## config.mk

```make
export PLATFORM = sky130hd
export DESIGN_NAME = flight_mode_throttle_governor
export DESIGN_NICKNAME = d
export VERILOG_FILES = /design/src/rtl/fmtg_pkg.sv /design/src/rtl/fmtg_cfg.sv /design/src/rtl/fmtg_mode.sv /design/src/rtl/fmtg_thr.sv /design/src/rtl/flight_mode_throttle_governor.sv
export SDC_FILE = /design/constraint.sdc
export NUM_CORES = 1
export LEC_CHECK = 0
export BUFFER_PORTS_ARGS = -buffer_cell sky130_fd_sc_hd__buf_2
export CAP_MARGIN = 20
export CORE_MARGIN = 2
export CORE_UTILIZATION = 55
export CTS_CLUSTER_DIAMETER = 120
export DETAILED_ROUTE_END_ITERATION = 8
export PLACE_DENSITY = 0.71
export SLEW_MARGIN = 30
export SYNTH_ARGS = -nofsm -noshare
export SYNTH_HDL_FRONTEND = slang
export SYNTH_SLANG_ARGS = --single-unit
```

## constraint.sdc

```tcl
create_clock -name i_clk -period 14.6 [get_ports i_clk]
set_input_delay 2.92 -clock i_clk [delete_from_list [all_inputs] [get_ports i_clk]]
set_output_delay 2.92 -clock i_clk [all_outputs]
set_load 0.005 [all_outputs]
```

## src/rtl/fmtg_pkg.sv

```systemverilog
// Shared types and constants for the flight mode throttle governor.
// No dependencies; every other file imports this package.
package fmtg_pkg;

    // Flight modes as held in the mode register and sent in the result word
    typedef enum logic [1:0] {
        MODE_NORMAL = 2'd0,
        MODE_CLIMB  = 2'd1,
        MODE_STALL  = 2'd2
    } t_mode;

    // Register index, taken from paddr[4:2]
    typedef enum logic [2:0] {
        REG_REF_ALT    = 3'd0,
        REG_CLIMB_MARG = 3'd1,
        REG_STALL_SPD  = 3'd2,
        REG_EXIT_SPD   = 3'd3,
        REG_PERSIST    = 3'd4,
        REG_CRUISE     = 3'd5,
        REG_MIN_THR    = 3'd6,
        REG_THR_STEP   = 3'd7
    } t_reg_idx;

    // Configuration as seen by the datapath; reference_altitude is two's complement
    typedef struct packed {
        logic [20:0] reference_altitude;
        logic [19:0] climb_margin;
        logic [19:0] stall_trip_speed;
        logic [19:0] stall_exit_speed;
        logic [15:0] persistence_ticks;
        logic [9:0]  cruise_throttle;
        logic [9:0]  thr_floor;
        logic [9:0]  throttle_step;
    } t_cfg;

    localparam logic [20:0] RST_REF_ALT    = 21'd50000;
    localparam logic [19:0] RST_CLIMB_MARG = 20'd1000;
    localparam logic [19:0] RST_STALL_SPD  = 20'd30000;
    localparam logic [19:0] RST_EXIT_SPD   = 20'd35000;
    localparam logic [15:0] RST_PERSIST    = 16'd100;
    localparam logic [9:0]  RST_CRUISE     = 10'd600;
    localparam logic [9:0]  RST_MIN_THR    = 10'd400;
    localparam logic [9:0]  RST_THR_STEP   = 10'd1;
    localparam logic [9:0]  RST_THROTTLE   = 10'd600;

    localparam logic [9:0]  FULL_THROTTLE  = 10'd1000;
    localparam logic [21:0] CLIMB_PITCH    = 22'd200;
    localparam logic [15:0] COUNT_MAX      = 16'hFFFF;

    // Saturating persistence count: clear when the condition drops
    function automatic logic [15:0] f_count(input logic [15:0] c, input logic cond);
        logic [15:0] r;
        if (!cond) begin
            r = '0;
        end else if (c == COUNT_MAX) begin
            r = COUNT_MAX;
        end else begin
            r = c + 16'd1;
        end
        return r;
    endfunction

endpackage

```

## src/rtl/fmtg_cfg.sv

```systemverilog
// APB register file for the governor settings.
// Depends on fmtg_pkg for the register layout and reset values.
module fmtg_cfg
    import fmtg_pkg::*;
(
    input  logic        i_clk,
    input  logic        i_rst_n,
    input  logic        i_psel,
    input  logic        i_penable,
    input  logic        i_pwrite,
    input  logic [4:0]  i_paddr,
    input  logic [31:0] i_pwdata,
    output logic [31:0] o_prdata,
    output t_cfg        o_cfg
);

    t_cfg     r_cfg;
    t_reg_idx w_idx;
    logic     w_wr;

    assign w_idx = t_reg_idx'(i_paddr[4:2]);
    assign w_wr  = i_psel & i_penable & i_pwrite;

    // Write the addressed register on the access cycle
    always_ff @(posedge i_clk) begin
        if (!i_rst_n) begin
            r_cfg.reference_altitude <= RST_REF_ALT;
            r_cfg.climb_margin       <= RST_CLIMB_MARG;
            r_cfg.stall_trip_speed   <= RST_STALL_SPD;
            r_cfg.stall_exit_speed   <= RST_EXIT_SPD;
            r_cfg.persistence_ticks  <= RST_PERSIST;
            r_cfg.cruise_throttle    <= RST_CRUISE;
            r_cfg.thr_floor          <= RST_MIN_THR;
            r_cfg.throttle_step      <= RST_THR_STEP;
        end else if (w_wr) begin
            case (w_idx)
                REG_REF_ALT:    r_cfg.reference_altitude <= i_pwdata[20:0];
                REG_CLIMB_MARG: r_cfg.climb_margin       <= i_pwdata[19:0];
                REG_STALL_SPD:  r_cfg.stall_trip_speed   <= i_pwdata[19:0];
                REG_EXIT_SPD:   r_cfg.stall_exit_speed   <= i_pwdata[19:0];
                REG_PERSIST:    r_cfg.persistence_ticks  <= i_pwdata[15:0];
                REG_CRUISE:     r_cfg.cruise_throttle    <= i_pwdata[9:0];
                REG_MIN_THR:    r_cfg.thr_floor          <= i_pwdata[9:0];
                REG_THR_STEP:   r_cfg.throttle_step      <= i_pwdata[9:0];
                default: ;
            endcase
        end
    end

    // Read back; the reference altitude comes back sign extended
    always_comb begin
        case (w_idx)
            REG_REF_ALT:    o_prdata = {{11{r_cfg.reference_altitude[20]}},
                                        r_cfg.reference_altitude};
            REG_CLIMB_MARG: o_prdata = {12'd0, r_cfg.climb_margin};
            REG_STALL_SPD:  o_prdata = {12'd0, r_cfg.stall_trip_speed};
            REG_EXIT_SPD:   o_prdata = {12'd0, r_cfg.stall_exit_speed};
            REG_PERSIST:    o_prdata = {16'd0, r_cfg.persistence_ticks};
            REG_CRUISE:     o_prdata = {22'd0, r_cfg.cruise_throttle};
            REG_MIN_THR:    o_prdata = {22'd0, r_cfg.thr_floor};
            REG_THR_STEP:   o_prdata = {22'd0, r_cfg.throttle_step};
            default:        o_prdata = '0;
        endcase
    end

    assign o_cfg = r_cfg;

endmodule

```

## src/rtl/fmtg_mode.sv

```systemverilog
// Persistence counters and the flight mode register.
// Depends on fmtg_pkg for the mode codes, settings struct and counter function.
module fmtg_mode
    import fmtg_pkg::*;
(
    input  logic        i_clk,
    input  logic        i_rst_n,
    input  logic        i_en,
    input  logic [20:0] i_alt,
    input  logic [19:0] i_spd,
    input  t_cfg        i_cfg,
    output t_mode       o_mode
);

    t_mode       r_mode;
    t_mode       n_mode;
    logic [15:0] r_ce_cnt, r_cl_cnt, r_se_cnt, r_sl_cnt;
    logic [15:0] n_ce_cnt, n_cl_cnt, n_se_cnt, n_sl_cnt;
    logic [22:0] w_alt_x, w_ref_x, w_alt_marg;
    logic        w_climb_in, w_climb_out, w_stall_in, w_stall_out;
    logic        w_ce_ge, w_cl_ge, w_se_ge, w_sl_ge;

    // Conditions at full precision
    assign w_alt_x     = {{2{i_alt[20]}}, i_alt};
    assign w_ref_x     = {{2{i_cfg.reference_altitude[20]}}, i_cfg.reference_altitude};
    assign w_alt_marg  = w_alt_x + {3'd0, i_cfg.climb_margin};
    assign w_climb_in  = $signed(w_ref_x) > $signed(w_alt_marg);
    assign w_climb_out = $signed(w_alt_x) >= $signed(w_ref_x);
    assign w_stall_in  = i_spd < i_cfg.stall_trip_speed;
    assign w_stall_out = i_spd > i_cfg.stall_exit_speed;

    // Advance the counters
    assign n_ce_cnt = f_count(r_ce_cnt, w_climb_in);
    assign n_cl_cnt = f_count(r_cl_cnt, w_climb_out);
    assign n_se_cnt = f_count(r_se_cnt, w_stall_in);
    assign n_sl_cnt = f_count(r_sl_cnt, w_stall_out);

    assign w_ce_ge = n_ce_cnt >= i_cfg.persistence_ticks;
    assign w_cl_ge = n_cl_cnt >= i_cfg.persistence_ticks;
    assign w_se_ge = n_se_cnt >= i_cfg.persistence_ticks;
    assign w_sl_ge = n_sl_cnt >= i_cfg.persistence_ticks;

    // Pick the next mode: stall recovery first, then climb, then normal
    always_comb begin
        n_mode = r_mode;
        if (w_se_ge) begin
            n_mode = MODE_STALL;
        end else if (r_mode == MODE_STALL && w_sl_ge) begin
            n_mode = w_ce_ge ? MODE_CLIMB : MODE_NORMAL;
        end else if (w_ce_ge && r_mode != MODE_STALL) begin
            n_mode = MODE_CLIMB;
        end else if (r_mode == MODE_CLIMB && w_cl_ge) begin
            n_mode = MODE_NORMAL;
        end
    end

    // Hold state between ticks
    always_ff @(posedge i_clk) begin
        if (!i_rst_n) begin
            r_mode   <= MODE_NORMAL;
            r_ce_cnt <= '0;
            r_cl_cnt <= '0;
            r_se_cnt <= '0;
            r_sl_cnt <= '0;
        end else if (i_en) begin
            r_mode   <= n_mode;
            r_ce_cnt <= n_ce_cnt;
            r_cl_cnt <= n_cl_cnt;
            r_se_cnt <= n_se_cnt;
            r_sl_cnt <= n_sl_cnt;
        end
    end

    assign o_mode = n_mode;

endmodule

```

## src/rtl/fmtg_thr.sv

```systemverilog
// Pitch command and slew-limited throttle for one tick.
// Depends on fmtg_pkg for the mode codes, settings struct and limits.
module fmtg_thr
    import fmtg_pkg::*;
(
    input  logic        i_clk,
    input  logic        i_rst_n,
    input  logic        i_en,
    input  t_mode       i_mode,
    input  logic [20:0] i_alt,
    input  t_cfg        i_cfg,
    output logic [21:0] o_pitch,
    output logic [9:0]  o_thr
);

    logic [9:0]  r_thr;
    logic [9:0]  n_thr;
    logic [21:0] w_err;
    logic [9:0]  w_tgt_raw, w_tgt_hi, w_tgt;
    logic [10:0] w_up_lim, w_tgt_plus;
    logic        w_up, w_down;

    // Altitude error in pitch units equals the raw altitude difference
    assign w_err = {i_cfg.reference_altitude[20], i_cfg.reference_altitude}
                 - {i_alt[20], i_alt};

    // Mode targets
    always_comb begin
        case (i_mode)
            MODE_STALL: begin
                o_pitch   = w_err[21] ? w_err : '0;
                w_tgt_raw = FULL_THROTTLE;
            end
            MODE_CLIMB: begin
                o_pitch   = CLIMB_PITCH;
                w_tgt_raw = FULL_THROTTLE;
            end
            default: begin
                o_pitch   = w_err;
                w_tgt_raw = i_cfg.cruise_throttle;
            end
        endcase
    end

    // Clamp to full throttle, then the lower bound wins
    assign w_tgt_hi = (w_tgt_raw > FULL_THROTTLE) ? FULL_THROTTLE : w_tgt_raw;
    assign w_tgt    = (w_tgt_hi < i_cfg.thr_floor) ? i_cfg.thr_floor : w_tgt_hi;

    // Move toward the target by at most one step
    assign w_up_lim   = {1'b0, r_thr} + {1'b0, i_cfg.throttle_step};
    assign w_tgt_plus = {1'b0, w_tgt} + {1'b0, i_cfg.throttle_step};
    assign w_up       = {1'b0, w_tgt} > w_up_lim;
    assign w_down     = w_tgt_plus < {1'b0, r_thr};

    always_comb begin
        if (w_up) begin
            n_thr = w_up_lim[9:0];
        end else if (w_down) begin
            n_thr = r_thr - i_cfg.throttle_step;
        end else begin
            n_thr = w_tgt;
        end
    end

    always_ff @(posedge i_clk) begin
        if (!i_rst_n) begin
            r_thr <= RST_THROTTLE;
        end else if (i_en) begin
            r_thr <= n_thr;
        end
    end

    assign o_thr = n_thr;

    // Throttle only moves on a tick, and never by more than one step
    a_thr_hold: assert property (@(posedge i_clk) disable iff (!i_rst_n)
        !i_en |=> $stable(r_thr))
        else $error("throttle moved without a tick");
    a_thr_rise: assert property (@(posedge i_clk) disable iff (!i_rst_n)
        i_en |=> ({1'b0, r_thr} <= {1'b0, $past(r_thr)} + {1'b0, $past(i_cfg.throttle_step)}))
        else $error("throttle rose by more than one step");
    a_thr_fall: assert property (@(posedge i_clk) disable iff (!i_rst_n)
        i_en |=> ({1'b0, r_thr} + {1'b0, $past(i_cfg.throttle_step)} >= {1'b0, $past(r_thr)}))
        else $error("throttle fell by more than one step");

endmodule

```

## src/rtl/flight_mode_throttle_governor.sv

```systemverilog
// Flight mode and throttle governor.
// Usage:
//   s_axis carries one control tick per word: measured altitude and airspeed.
//   m_axis returns one word per tick: flight mode, pitch command, throttle.
//   The APB port sets the reference altitude, thresholds, persistence
//   length and throttle limits; write it only while no tick is in flight.
// Timing:
//   A tick passes an input register, then the compare, count and slew
//   logic that updates the mode, counters and throttle and loads the
//   output register, which raises m_axis_tvalid.
//   One tick per cycle is sustained while m_axis_tready stays high; the
//   state feedback through the counters, mode and throttle registers closes through combinational logic alone.
// Reset:
//   Synchronous, active low. Mode normal, counters zero, throttle 600,
//   settings at their defaults, both pipeline registers empty.
// Stall:
//   While m_axis_tready is low the output word holds; the input register
//   still takes one more word, after which s_axis_tready drops.
// Depends on fmtg_pkg, fmtg_cfg, fmtg_mode and fmtg_thr.
module flight_mode_throttle_governor
    import fmtg_pkg::*;
(
    input  logic        i_clk,
    input  logic        i_rst_n,
    input  logic        s_axis_tvalid,
    output logic        s_axis_tready,
    input  logic [47:0] s_axis_tdata,  // [20:0] measured_altitude, [40:21] measured_speed
    output logic        m_axis_tvalid,
    input  logic        m_axis_tready,
    output logic [39:0] m_axis_tdata,  // [1:0] flight_mode, [23:2] pitch_command,
                                       // [33:24] throttle_command
    input  logic        psel,
    input  logic        penable,
    input  logic        pwrite,
    input  logic [4:0]  paddr,
    input  logic [31:0] pwdata,
    output logic [31:0] prdata,
    output logic        pready
);

    t_cfg        w_cfg;
    logic        r_in_valid;
    logic [20:0] r_alt;
    logic [19:0] r_spd;
    logic        r_out_valid;
    t_mode       r_out_mode;
    logic [21:0] r_out_pitch;
    logic [9:0]  r_out_thr;
    logic        w_adv;
    t_mode       w_mode;
    logic [21:0] w_pitch;
    logic [9:0]  w_thr;

    assign pready = 1'b1;

    fmtg_cfg u_cfg (
        .i_clk     (i_clk),
        .i_rst_n   (i_rst_n),
        .i_psel    (psel),
        .i_penable (penable),
        .i_pwrite  (pwrite),
        .i_paddr   (paddr),
        .i_pwdata  (pwdata),
        .o_prdata  (prdata),
        .o_cfg     (w_cfg)
    );

    // Advance a tick when the output register is free or being drained
    assign w_adv         = r_in_valid & (~r_out_valid | m_axis_tready);
    assign s_axis_tready = ~r_in_valid | w_adv;

    // Input register
    always_ff @(posedge i_clk) begin
        if (!i_rst_n) begin
            r_in_valid <= 1'b0;
        end else if (s_axis_tready) begin
            r_in_valid <= s_axis_tvalid;
        end
    end

    always_ff @(posedge i_clk) begin
        if (s_axis_tvalid & s_axis_tready) begin
            r_alt <= s_axis_tdata[20:0];
            r_spd <= s_axis_tdata[40:21];
        end
    end

    fmtg_mode u_mode (
        .i_clk   (i_clk),
        .i_rst_n (i_rst_n),
        .i_en    (w_adv),
        .i_alt   (r_alt),
        .i_spd   (r_spd),
        .i_cfg   (w_cfg),
        .o_mode  (w_mode)
    );

    fmtg_thr u_thr (
        .i_clk   (i_clk),
        .i_rst_n (i_rst_n),
        .i_en    (w_adv),
        .i_mode  (w_mode),
        .i_alt   (r_alt),
        .i_cfg   (w_cfg),
        .o_pitch (w_pitch),
        .o_thr   (w_thr)
    );

    // Output register
    always_ff @(posedge i_clk) begin
        if (!i_rst_n) begin
            r_out_valid <= 1'b0;
        end else if (w_adv) begin
            r_out_valid <= 1'b1;
        end else if (m_axis_tready) begin
            r_out_valid <= 1'b0;
        end
    end

    always_ff @(posedge i_clk) begin
        if (w_adv) begin
            r_out_mode  <= w_mode;
            r_out_pitch <= w_pitch;
            r_out_thr   <= w_thr;
        end
    end

    assign m_axis_tvalid = r_out_valid;
    assign m_axis_tdata  = {6'd0, r_out_thr, r_out_pitch, r_out_mode};

    // Climb sends the fixed pitch; stall recovery never commands nose up
    a_climb_pitch: assert property (@(posedge i_clk) disable iff (!i_rst_n)
        (r_out_valid && r_out_mode == MODE_CLIMB) |-> (r_out_pitch == CLIMB_PITCH))
        else $error("climb word without climb pitch");
    a_stall_pitch: assert property (@(posedge i_clk) disable iff (!i_rst_n)
        (r_out_valid && r_out_mode == MODE_STALL) |-> (r_out_pitch[21] || r_out_pitch == '0))
        else $error("positive pitch in stall recovery");
    a_no_drop: assert property (@(posedge i_clk) disable iff (!i_rst_n)
        (r_out_valid && !m_axis_tready) |=> (r_out_valid && $stable(r_out_thr)))
        else $error("output word lost while stalled");

endmodule
```

==> key figures <==
Clock tree
  • Postcts setup bufs: 0
  • CTS Sinks: 280
  • Hold-fix buffers, CTS: 0
  • Clock-pin slew on the worst setup and hold paths: 60 ps
  • Clock latency on the worst-skew pair: 540 ps
  • TritonCTS clock tree: yes
  • Clk Tree Root Cell: clkbuf_16
  • Maximum clock path buffer count: 3
  • H-tree levels: 2
  • Inserted Clock Buffers: 34
  • CTS resizes: 0

Global routing
  • Vias in the first global route: 17900
  • Total GRT Usage: 0.312
  • Initial antenna violation count: 4
  • Busiest grt layer: met2
  • M2 GR Usage: 0.521
  • GR Layer Usage met1: 0.409
  • Largest net degree at the start of global routing: 87
  • First-pass GRT wire length: 95800 um
  • Grt ovf: 0
  • Met3 usage: 0.0384

STA
  • RSZ-0062 raised after global routing: false
  • Slew margin rel.: 0.368
  • Post-layout minimum cycle time: 13380 ps
  • Final Max Slew Viols: 0
  • WHS: 453 ps
  • Setup TNS Final: 0 ps
  • Final Cycle Share: 0.916
  • Final hold vios: 0
  • Worst Max-Slew Pin Slew: 948 ps
  • Max Freq: between 70 and 80 MHz
  • Final setup fails: 0
  • Final setup skew: around 12 ps

Pwr
  • VDD IR max: roughly 0.000087 V
  • Pleak: 9.31 nW
  • Cell Pwr Density: roughly 92 mW/mm2
  • Total power: about 2.1 mW

Logic synthesis
  • Synth Flop Type: dfxtp_1
  • Post-synth ARST share: 0
  • Post-synthesis sequential area ratio: 0.310
  • Post-synth cell types: 89
  • Syn Inst Count: around 2500
  • Syn Area/Cell: 8.23 um2
  • Synth warn: 0
  • Register bit total from synthesis: 280
  • Number of flops mapped to enable cells by yosys: 75
  • Synthesized cell area: about 0.020 mm2

Setup path
  • CP max stage cell: a31oi_1
  • Crit Path Class: flip-flop to flip-flop
  • R2R depth: 55
  • Reg2reg start: r_alt[0]$_DFFE_PP_
  • Crit Path Max Fanout: 34
  • Worst path required time: 14870 ps
  • Setup crit start: r_alt[0]$_DFFE_PP_
  • Largest stage delay, worst path: 560 ps
  • CP arrival: 13650 ps
  • R2R Setup Slk: 1220 ps
  • Worst setup EP type: flip-flop
  • Reg-to-reg endpoint: r_out_thr[3]$_DFFE_PP_
  • CP endpoint: r_out_thr[3]$_DFFE_PP_
  • Worst setup SP type: flip-flop

Route
  • Initial drt markers: 1487
  • Vias post-DR: roughly 19000
  • Via-per-instance ratio: 6.21
  • WL final: 61100 um
  • TritonRoute pass-1 iters: 6
  • DRC viols: 0
  • DR WL/cell: 20.1 um
  • Antenna Nets Post-Route: 0

Finish
  • Area growth, synth to finish: 9.21%
  • Share of layout cells above drive strength 1: 0.109
  • Finished Core Util: 0.611
  • Non-Filler Instances: around 3000
  • Final Net Count: 2878

Worst hold path
  • Hold crit path type: flip-flop to flip-flop

Placed design
  • Routability congestion estimate: between 1 and 1.5
  • Dpl cells: 2981
  • Dpl hpwl: around 45000 um
  • Port buffer count: between 100 and 150

Die
  • Chip Height: ~200 um
  • Die span in x: 197 um
  • Core Region: 0.0366 mm2
  • Die area: 0.0388 mm2
  • Site row count: 70
  • # IOs: 167
  • Initial Util: 0.560

Run status
  • Outcome: finished, final reports clean

Flow run
  • Max-cap violations: 0
-- stage by stage --
stage | cell area [um2] | setup WS (ps)
floorplan | 20500 | 3500
detailed placement | 21300 | 1530
global route | 22400 | 296
finish | 22400 | 1220
global placement | 21300 | 1760
CTS | 22300 | 1440
-- cells in the final DEF, fill, tap and decap left out, types with 28 or more instances in the layout --
cell and count:
nand2_1 326, ha_1 231, a21oi_1 222, dfxtp_1 205, inv_1 193, nor2_1 151
buf_2 138, o21ai_0 122, nand3_1 80, edfxtp_1 75, xnor2_1 64, a21o_1 58
nor3_1 38, clkbuf_16 36, o211ai_1 35, nand2b_1 34, o31ai_1 33, a31oi_1 32
nand4_1 30, mux2i_1 30, and3_1 28
-- synth_stat cells (all sizes together) (32+ instances only) --
cell type	n	share of area
a21o	58	0.021
a21oi	224	0.055
a31oi	32	0.0098
and3	32	0.011
buf	37	0.012
clkbuf	101	0.020
dfxtp	205	0.20
edfxtp	75	0.11
ha	231	0.14
inv	195	0.036
nand2	327	0.060
nand2b	34	0.010
nand3	82	0.021
nor2	155	0.028
nor3	40	0.011
o211ai	35	0.013
o21ai	123	0.030
o31ai	33	0.012
xnor2	64	0.027
-- metal layers --
layer  vias to the layer above  part of all wire
met1                      9009              0.43
met5                         -           0.00023
met2                       709              0.46
met3                       148             0.066
met4                         2             0.040
li1                       9033                 -
-- power breakdown --
part / internal (mW) / switching, mW
clock network: 0.485 / 0.340
logic: 0.143 / 0.246
registers: 0.831 / 0.0186
-- flip-flops by register name (all words and copies together) (netlist names) --
| name | count |
|---|---|
| r_out_pitch | 22 |
| u_cfg.o_cfg | 127 |
| m_axis_tvalid | 1 |
| r_alt | 21 |
| r_spd | 20 |
| r_out_thr | 10 |
| u_mode.r_ce_cnt | 16 |
| u_mode.r_cl_cnt | 16 |
| u_mode.r_se_cnt | 16 |
| u_mode.r_sl_cnt | 16 |
| u_mode.r_mode | 2 |
| u_thr.r_thr | 10 |
| r_out_mode | 2 |
| r_in_valid | 1 |
-- final cells by class --
| class | instances | area [um2] |
|---|---|---|
| Multi-Input combinational cell | 1880 | 12800 |
| Clock inverter | 14 | 97.6 |
| Sequential cell | 280 | 6360 |
| Inverter | 196 | 737 |
| Fill cell | 3282 | 14200 |
| Timing Repair Buffer | 158 | 853 |
| Clock buffer | 44 | 971 |
| Tap cell | 468 | 586 |
| Antenna cell | 3 | 7.51 |
-- worst max-delay path: cells and delay by family, from the launching register on --
family | cells | cell delay, ps
AO/OA/AOI/OAI | 31 | 6930
XOR/XNOR | 1 | 80
adder cells (fa/ha/maj) | 8 | 2450
buffers and inverters | 3 | 780
flip-flops | 1 | 410
multiplexers | 1 | 340
AND/OR/NAND/NOR | 11 | 2070
-- cells by family after synthesis --
kind of cell             after synthesis  synth area share
AO/OA/AOI/OAI                        697             0.220
XOR/XNOR                              85            0.0363
adder cells (fa/ha/maj)              236             0.146
buffers and inverters                335            0.0686
flip-flops                           280             0.310
multiplexers                          53            0.0361
other                                  2          0.000366
AND/OR/NAND/NOR                      802             0.183
-- worst min-delay path by stage --
stage                                            start                            to  slack (ps)  depth (start not counted)
after global placement    u_cfg.o_cfg[33]$_SDFFE_PN0P_  u_cfg.o_cfg[33]$_SDFFE_PN0P_         440                          2
final                     u_cfg.o_cfg[33]$_SDFFE_PN0P_  u_cfg.o_cfg[33]$_SDFFE_PN0P_         450                          2
after global routing      u_cfg.o_cfg[69]$_SDFFE_PN0P_  u_cfg.o_cfg[69]$_SDFFE_PN0P_         470                          2
after floorplan           u_cfg.o_cfg[33]$_SDFFE_PN0P_  u_cfg.o_cfg[33]$_SDFFE_PN0P_         440                          2
after CTS                 u_cfg.o_cfg[33]$_SDFFE_PN0P_  u_cfg.o_cfg[33]$_SDFFE_PN0P_         450                          2
after detailed placement  u_cfg.o_cfg[33]$_SDFFE_PN0P_  u_cfg.o_cfg[33]$_SDFFE_PN0P_         450                          2
(Power assumes the default switching activity.)
